$ cat src/rtl/core/dual_circular_convolution_core_defines.svh
// ----------------------------------------------------------------------------
// Assertion macros for the dual circular convolution core
// Wraps concurrent assertions so that synthesis sees empty bodies.
// ----------------------------------------------------------------------------
`ifndef DUAL_CIRCULAR_CONVOLUTION_CORE_DEFINES_SVH
`define DUAL_CIRCULAR_CONVOLUTION_CORE_DEFINES_SVH

`ifndef SYNTHESIS
// Check that a condition holds at every clock edge outside reset.
`define DCC_ASSERT(lbl, clk, rst_n, cond, msg) \
    lbl: assert property (@(posedge clk) disable iff (!rst_n) (cond)) else $error(msg);
// Check that a trigger is followed by a condition in the next cycle.
`define DCC_ASSERT_NEXT(lbl, clk, rst_n, trig, cond, msg) \
    lbl: assert property (@(posedge clk) disable iff (!rst_n) (trig) |=> (cond)) \
        else $error(msg);
`else
`define DCC_ASSERT(lbl, clk, rst_n, cond, msg)
`define DCC_ASSERT_NEXT(lbl, clk, rst_n, trig, cond, msg)
`endif

`endif

$ cat src/rtl/core/dcc_pkg.sv
// ----------------------------------------------------------------------------
// dcc_pkg
// Shared constants, item codes and control structs of the convolution core.
// ----------------------------------------------------------------------------
package dcc_pkg;

    localparam int WINDOW_SIZE_DEF = 256;
    localparam int SAMPLE_BITS_DEF = 16;

    localparam int INDEX_W = 8;
    localparam int IN_SAMPLE_W = 16;
    localparam int RES_W = 40;

    localparam logic signed [63:0] RES_MAX = 64'sh0000_007F_FFFF_FFFF;
    localparam logic signed [63:0] RES_MIN = -64'sh0000_0080_0000_0000;

    localparam logic [1:0] KIND_LOAD_WIN = 2'd0;
    localparam logic [1:0] KIND_LOAD_SIG = 2'd1;
    localparam logic [1:0] KIND_COMPUTE  = 2'd2;
    localparam logic [1:0] KIND_READ     = 2'd3;

    typedef struct packed {
        logic issue;     // read a[k], b[j], c[j] for one product
        logic first;     // first term of a sum
        logic last;      // last term of a sum
        logic load_win;  // write window sample at index
        logic load_sig;  // write signal pair at index
        logic read_res;  // load output register from result stores
    } dcc_cmd_t;

    typedef struct packed {
        logic pipe_busy; // products still in flight
        logic out_busy;  // output register holds an item
    } dcc_status_t;

endpackage

$ cat src/rtl/core/dcc_controller.sv
// ----------------------------------------------------------------------------
// dcc_controller
// Accepts items and sequences the n/k sweep of a compute item.
// ----------------------------------------------------------------------------
module dcc_controller
    import dcc_pkg::*;
#(
    parameter int WINDOW_SIZE = WINDOW_SIZE_DEF,
    localparam int AW = $clog2(WINDOW_SIZE)
)
(
    input  logic          clk,
    input  logic          rst_n,
    input  logic          in_valid,
    output logic          in_stall,
    input  logic [1:0]    kind,
    input  logic          out_stall,
    input  dcc_status_t   status,
    output dcc_cmd_t      cmd,
    output logic [AW-1:0] addr_k,
    output logic [AW-1:0] addr_j,
    output logic [AW-1:0] addr_n
);

    localparam logic [1:0] ST_IDLE  = 2'd0;
    localparam logic [1:0] ST_RUN   = 2'd1;
    localparam logic [1:0] ST_DRAIN = 2'd2;

    localparam logic [AW-1:0] LAST_IDX = AW'(WINDOW_SIZE - 1);

    logic [1:0]    state_reg, state_next;
    logic [AW-1:0] n_reg, n_next;
    logic [AW-1:0] k_reg, k_next;
    logic [AW-1:0] j_reg, j_next;
    logic          accept;
    logic          start_compute;
    logic          sweep_done;
    logic          busy;

    assign in_stall = (state_reg != ST_IDLE) || (status.out_busy && out_stall);
    assign accept   = in_valid && !in_stall;

    assign start_compute = accept && (kind == KIND_COMPUTE);
    assign sweep_done    = cmd.last && (n_reg == LAST_IDX);
    assign busy          = (state_reg != ST_IDLE) || status.pipe_busy;

    assign addr_k = k_reg;
    assign addr_j = j_reg;
    assign addr_n = n_reg;

    always_comb
    begin
        cmd          = '0;
        cmd.load_win = accept && (kind == KIND_LOAD_WIN);
        cmd.load_sig = accept && (kind == KIND_LOAD_SIG);
        cmd.read_res = accept && (kind == KIND_READ);
        cmd.issue    = (state_reg == ST_RUN);
        cmd.first    = (state_reg == ST_RUN) && (k_reg == '0);
        cmd.last     = (state_reg == ST_RUN) && (k_reg == LAST_IDX);
    end

    always_comb
    begin
        state_next = state_reg;
        n_next     = n_reg;
        k_next     = k_reg;
        j_next     = j_reg;
        case (state_reg)
            ST_IDLE:
            begin
                if (start_compute)
                begin
                    state_next = ST_RUN;
                    n_next     = '0;
                    k_next     = '0;
                    j_next     = '0;
                end
            end
            ST_RUN:
            begin
                if (k_reg == LAST_IDX)
                begin
                    // start the next output position
                    k_next = '0;
                    n_next = n_reg + 1'b1;
                    j_next = n_reg + 1'b1;
                    if (n_reg == LAST_IDX)
                    begin
                        state_next = ST_DRAIN;
                    end
                end
                else
                begin
                    k_next = k_reg + 1'b1;
                    j_next = (j_reg == '0) ? LAST_IDX : j_reg - 1'b1;
                end
            end
            ST_DRAIN:
            begin
                if (!status.pipe_busy)
                begin
                    state_next = ST_IDLE;
                end
            end
            default:
            begin
                state_next = ST_IDLE;
            end
        endcase
    end

    always_ff @(posedge clk or negedge rst_n)
    begin
        if (!rst_n)
        begin
            state_reg <= ST_IDLE;
            n_reg     <= '0;
            k_reg     <= '0;
            j_reg     <= '0;
        end
        else
        begin
            state_reg <= state_next;
            n_reg     <= n_next;
            k_reg     <= k_next;
            j_reg     <= j_next;
        end
    end

`include "dual_circular_convolution_core_defines.svh"

    `DCC_ASSERT_NEXT(a_start, clk, rst_n, start_compute, state_reg == ST_RUN, "no sweep start")
    `DCC_ASSERT_NEXT(a_sweep_end, clk, rst_n, sweep_done, state_reg == ST_DRAIN, "no drain")
    `DCC_ASSERT(a_idle_accept, clk, rst_n, !(accept && busy), "item accepted during compute")

endmodule

$ cat config.mk
export PLATFORM = sky130hd
export DESIGN_NAME = dcc_controller
export DESIGN_NICKNAME = d
export VERILOG_FILES = /design/src/rtl/core/dcc_pkg.sv /design/src/rtl/core/dcc_controller.sv
export VERILOG_INCLUDE_DIRS = /design/src /design/src/rtl/core
export SDC_FILE = /design/constraint.sdc
export NUM_CORES = 1
export LEC_CHECK = 0
export BUFFER_PORTS_ARGS = -buffer_cell sky130_fd_sc_hd__buf_2
export CORE_ASPECT_RATIO = 0.7
export CORE_UTILIZATION = 40
export CTS_CLUSTER_DIAMETER = 80
export DETAILED_ROUTE_END_ITERATION = 8
export GPL_TIMING_DRIVEN = 1
export HOLD_SLACK_MARGIN = 0.05
export MAX_ROUTING_LAYER = met4
export PLACE_DENSITY_LB_ADDON = 0.12
export SYNTH_ARGS = -nofsm -noshare
export SYNTH_HDL_FRONTEND = slang
export SYNTH_SLANG_ARGS = --single-unit
$ cat constraint.sdc
create_clock -name clk -period 3 [get_ports clk]
set_input_delay 0.45 -clock clk [delete_from_list [all_inputs] [get_ports clk]]
set_output_delay 0.45 -clock clk [all_outputs]
set_load 0.01 [all_outputs]
==> results of run 1 <==
worst max-delay path, stage by stage, from the launching register on:
cell,delay [ns]
dfrtp_1,0.43
ha_1,0.26
and4_2,0.31
nand3_2,0.25
inv_2,0.21
buf_2,0.16
where the power goes:
part	leakage [nW]	switching [mW]	internal [mW]	total (mW)
logic	0.555	0.317	0.290	0.608
clock network	0.0216	0.107	0.0900	0.197
registers	0.318	0.204	0.471	0.675
total	0.895	0.628	0.851	1.48
path summary, 6_finish.rpt:
path                           endpoint  cells after the start  slack (ns)
setup reg to reg              addr_j[5]                      5        0.80
min in group clk           state_reg[1]                      3        0.42
hold reg to reg               addr_k[7]                      1        0.55
hold / removal             state_reg[1]                      1        0.17
setup / recovery                 cmd[3]                      5        0.65
max in group asynchronous     addr_n[7]                      1        2.43
Yosys cell counts (4+ instances only):
library cell | instances | share of area (%)
nor4_1 | 4 | 1.5
ha_1 | 5 | 3.8
a21oi_1 | 10 | 3.0
dfrtp_1 | 26 | 39
o21ai_0 | 11 | 3.3
and3_1 | 5 | 1.9
nor2_1 | 6 | 1.4
a21o_1 | 8 | 3.6
nand2_1 | 16 | 3.6
nand3_1 | 12 | 3.6
nor3_1 | 7 | 2.1
inv_1 | 9 | 2.0
cell type report:
class | instances | area, sq um
flip-flops and latches | 26 | 651
well taps | 52 | 65.1
clock buffers | 3 | 41.3
inverters | 11 | 43.8
repair buffers | 38 | 190
fillers | 384 | 2030
multi-input cells | 133 | 905
routing by layer:
layer  wire, um  GRT usage [%]  up-vias
met3        231           4.43        4
met2       1890           31.3       51
li1           -              -      732
met5          0              -        -
met1       2040           28.6      717
met4         26           4.50        0
kinds of logic after synthesis:
logic type / Yosys count
adders and majority gates: 5
and+or+nand+nor: 64
buffers and inverters: 18
xor gates and xnor gates: 5
muxes: 4
DFF: 26
AOI/OAI and AO/OA: 55
per-stage QoR:
step                cell area [sq um]  hold slack, ns  instances
finish                           1900           0.170        263
global route                     1900           0.221        263
CTS                              1900           0.194        263
detailed placement               1850           0.491        260
global placement                 1850           0.493        260
floorplan                        1650           0.154        177
==> results by group, run 1 <==
Clocking
  • # hold bufs at CTS: 0
  • CTS max path bufs: 2
  • Postcts setup bufs: 0
  • Clk_lat worst skew: 0.27 ns
  • Num CTS Buffers: 3
  • Clock slew at reported path FFs: 0.09 ns
  • Root buf cell: clkbuf_8
  • CTS H-tree lvls: 1
  • Clock Sink Count: 26
  • Post-cts sizing count: 0
  • CTS tree: done

Timing
  • Final period utilization: 78.2%
  • Final setup fails: 0
  • Unrepaired setup endpoints after global routing: false
  • Final worst slack: 0.654 ns
  • F_max: 426 MHz
  • Fin. Hold Viols: 0
  • Worst-Margin Slew: 0.936 ns
  • Slew margin rel.: 37.6%
  • Total negative slack: 0 ns
  • Clock skew: 0.00797 ns
  • Max Slew Vio Count: 0
  • Post-route minimum period: 2.35 ns

Setup path
  • Critical Path AT: 1.90 ns
  • Required @ worst endpoint: 2.55 ns
  • RR Startpoint: addr_k[0]
  • CP startpoint kind: register
  • Crit end category: output pin
  • CP Max Fanout: 11
  • Worst setup path category: reg -> out
  • Worst Setup SP: addr_k[0]

Synth
  • XOR/XNOR Fraction of Synth Area: 2.66%
  • Netlist cell types: 49
  • Ys flop type: dfrtp_1
  • Main combinational cell family by area after synthesis: compound AO/OA/AOI/OAI gates
  • Synthesized cell area: 1650 sq um
  • Sequential area share after synthesis: 39.5%
  • Syn_nets: 190
  • Cells after Synth: 177
  • Post-synth EDFFs: 0
  • Compound-gate portion of the synthesized area: 24.9%
  • Synth Area in Adders: 3.80%
  • Simple-gate share of the synthesized area: 21.0%
  • Synth warnings: 0
  • Register bit total from synthesis: 26
  • Multiplexer area fraction after synthesis: 2.58%
  • Syn Area/Cell: 9.31 sq um
  • Async set-reset flop share out of synthesis: 100%

Placed design
  • RePlAce Congestion: 0.850
  • Buffers on Ports: 38
  • Setup WS pre-CTS: 0.891 ns
  • Hpwl dp: 3050 um

Drt
  • Drt first-iter violations: 118
  • Drt drc: 0
  • Vias: 1504
  • DRT antenna net count: 0
  • Vias per cell: 5.72
  • Drt pass-1 iters: 4
  • Mean routed wirelength per cell: 16.0 um
  • Routed WL: 4200 um

Status
  • Run status: completed

Die
  • Die height: 55.7 um
  • Die area: 4380 sq um
  • Cell Rows: 19
  • Total I/O pin count: 39
  • Core Region: 3920 sq um
  • Initial Util: 42.0%
  • Die width: 78.7 um

Layout
  • Final nets: 226
  • # diodes: 0
  • Final Util: 48.3%
  • Area Overhead vs Synth: 15.0%
  • Layout cells sized above 1: 25.1%
  • Most common cell after layout, fill and taps aside: buf_2
  • Most frequent cells in the layout: 38 x buf_2, 26 x dfrtp_1, 16 x nand2_1

Global route
  • First-pass GRT wire length: 6840 um
  • Antenna violations before repair: 0
  • Vias in the first global route: 1371
  • Total gr overflow: 0
  • All-Layer GR Usage: 20.7%
  • Largest net degree at the start of global routing: 27

Power and ir drop
  • Pwr Density: 781 nW/um^2
  • Total power: 1.48 mW
  • Leakage power: 0.895 nW
  • IR drop worst, VDD: 455 uV

Job
  • Maxcap violations: 0

Min path
  • HP Class: in -> async
No activity file was read; power rests on OpenSTA's default activity.
==> run 2: changes to the inputs <==
==> constraint.sdc (replaced) <==
create_clock -name clk -period 2.1 [get_ports clk]
set_input_delay 0.315 -clock clk [delete_from_list [all_inputs] [get_ports clk]]
set_output_delay 0.315 -clock clk [all_outputs]
set_load 0.01 [all_outputs]
==> run 2 against run 1 <==
Combinational power is 49% higher. Core utilization increased by 1.1 points. First-iteration DRC count shrank 19%. Non-clock buffer count increased by 4. Via count grew 1.5%. Power rose by 48%. Clock-buffer cell count grew 1. Final area increased by 2.3%. Clock power up 71%. Critical path type unchanged. Largest power group unchanged.
==> results by group, run 2 (synthesis results as in run 1) <==
Layout
  • Final nets: 230
  • Fill count: 390
  • Finished Layout Cells: 268
  • # diodes: 0
  • Layout cells sized above 1: 26.9%
  • Most common cell after layout, fill and taps aside: buf_2
  • Area Overhead vs Synth: 17.7%
  • Most frequent cells in the layout: 38 x buf_2, 26 x dfrtp_1, 16 x nand2_1

Timing
  • Worst-Margin Slew: 0.597 ns
  • Max Slew Vio Count: 0
  • Total negative slack: 0 ns
  • Final worst slack: 0.142 ns
  • Final period utilization: 93.3%
  • Clock skew: 0.00217 ns
  • Fin. Hold Viols: 0
  • Unrepaired setup endpoints after global routing: false
  • Final setup fails: 0
  • Slew margin rel.: 60.2%
  • Post-route minimum period: 1.96 ns
  • F_max: 511 MHz

Placed design
  • Buffers on Ports: 38
  • Setup WS pre-CTS: 0.264 ns
  • RePlAce Congestion: 0.842
  • Placed Cells: 264
  • Hpwl dp: 3010 um

Clocking
  • Num CTS Buffers: 3
  • CTS H-tree lvls: 1
  • Clock Sink Count: 26
  • Post-cts sizing count: 0
  • Clk_lat worst skew: 0.27 ns
  • CTS tree: done
  • Postcts setup bufs: 0
  • # hold bufs at CTS: 0
  • Clock slew at reported path FFs: 0.09 ns
  • Root buf cell: clkbuf_8
  • CTS max path bufs: 2

Min path
  • HP Class: in -> async

Die
  • Cell Rows: 19
  • Die width: 78.7 um
  • Initial Util: 42.0%
  • Die height: 55.7 um
  • Total I/O pin count: 39
  • Die area: 4380 sq um
  • Core Region: 3920 sq um

Setup path
  • Worst setup path category: reg -> out
  • Crit end category: output pin
  • R2r setup slk: 0.26 ns
  • R2R cell count: 6
  • Slowest cell delay on critical path: 0.43 ns
  • Required @ worst endpoint: 1.78 ns
  • Crit-path cells: ha_1, and4_2, nand3_2, inv_2, buf_2
  • CP startpoint kind: register
  • Critical Path AT: 1.64 ns
  • CP max-delay cell: dfrtp_1
  • RR Startpoint: addr_k[0]
  • Worst R2R End: addr_n[4]
  • CP Max Fanout: 7

Power and ir drop
  • Pwr Density: 1130 nW/um^2
  • Psw: 924 uW
  • Leakage power: 0.921 nW
  • Internal cell power: 1.27 mW
  • IR drop worst, VDD: 736 uV
  • Logic pwr share: 41.3%
  • Clock network power share: 15.4%
  • Register share of total power: 43.3%
  • Net Sw Frac: 42.2%

Drt
  • DRT antenna net count: 0
  • Mean routed wirelength per cell: 15.4 um
  • Drt first-iter violations: 96
  • Vias: 1526
  • Vias per cell: 5.69
  • Routed WL: 4140 um
  • Drt drc: 0
  • Drt pass-1 iters: 4

Global route
  • Antenna violations before repair: 0
  • Total gr overflow: 0
  • Vias in the first global route: 1465
  • First-pass GRT wire length: 7080 um
  • All-Layer GR Usage: 21.1%
  • Largest net degree at the start of global routing: 27

Job
  • Maxcap violations: 0

Status
  • Run status: completed
==> run 2: metal layers <==
metal | up-vias | track usage (%) | wire length [um]
met5 | - | - | 0
met4 | 0 | 5.29 | 72
met3 | 8 | 4.59 | 208
met2 | 51 | 29.8 | 1730
met1 | 731 | 30.6 | 2120
li1 | 736 | - | -
==> run 2: critical path, delay by kind of cell (launching register included) <==
kind	cells	cell delay [ns]
AND/OR/NAND/NOR	2	0.41
buffers and inverters	2	0.27
flip-flops	1	0.43
adder cells (fa/ha/maj)	1	0.26
==> run 2: final cells by class <==
| type | count | area, sq um | share of cell area, % |
|---|---|---|---|
| clock buffer | 4 | 55.1 | 2.84 |
| timing repair buffer | 42 | 220 | 11.4 |
| multi-input combinational | 133 | 905 | 46.6 |
| tap | 52 | 65.1 | 3.35 |
| sequential | 26 | 651 | 33.5 |
| inverter | 11 | 43.8 | 2.26 |
==> run 2: power by group through the flow <==
stage	clock network, mW	registers [mW]	logic, mW
detailed placement	0	0.955	0.896
global route	0.364	0.988	0.995
finish	0.337	0.949	0.905
global placement	0	0.940	0.885
CTS	0.348	0.943	0.908
floorplan	0	0.977	0.510
==> run 2: stage by stage <==
stage          total power, mW  hold WS, ns  util, %  instance area (sq um)
2_1_floorplan             1.49       0.0194        -                   1650
3_3_place_gp              1.83        0.353     48.0                   1880
3_5_place_dp              1.85        0.365     48.0                   1880
4_1_cts                   2.20       0.0592     49.4                   1940
5_1_grt                   2.35       0.0734     49.4                   1940
6_report                  2.19       0.0340     49.4                   1940
==> run 2: worst max-delay path by stage <==
stage                   start        end
floorplan           addr_k[0]  addr_n[4]
CTS                 addr_k[0]     cmd[3]
global route        addr_k[0]     cmd[3]
detailed placement  addr_k[0]  addr_n[4]
global placement    addr_k[0]  addr_n[4]
finish              addr_k[0]     cmd[3]
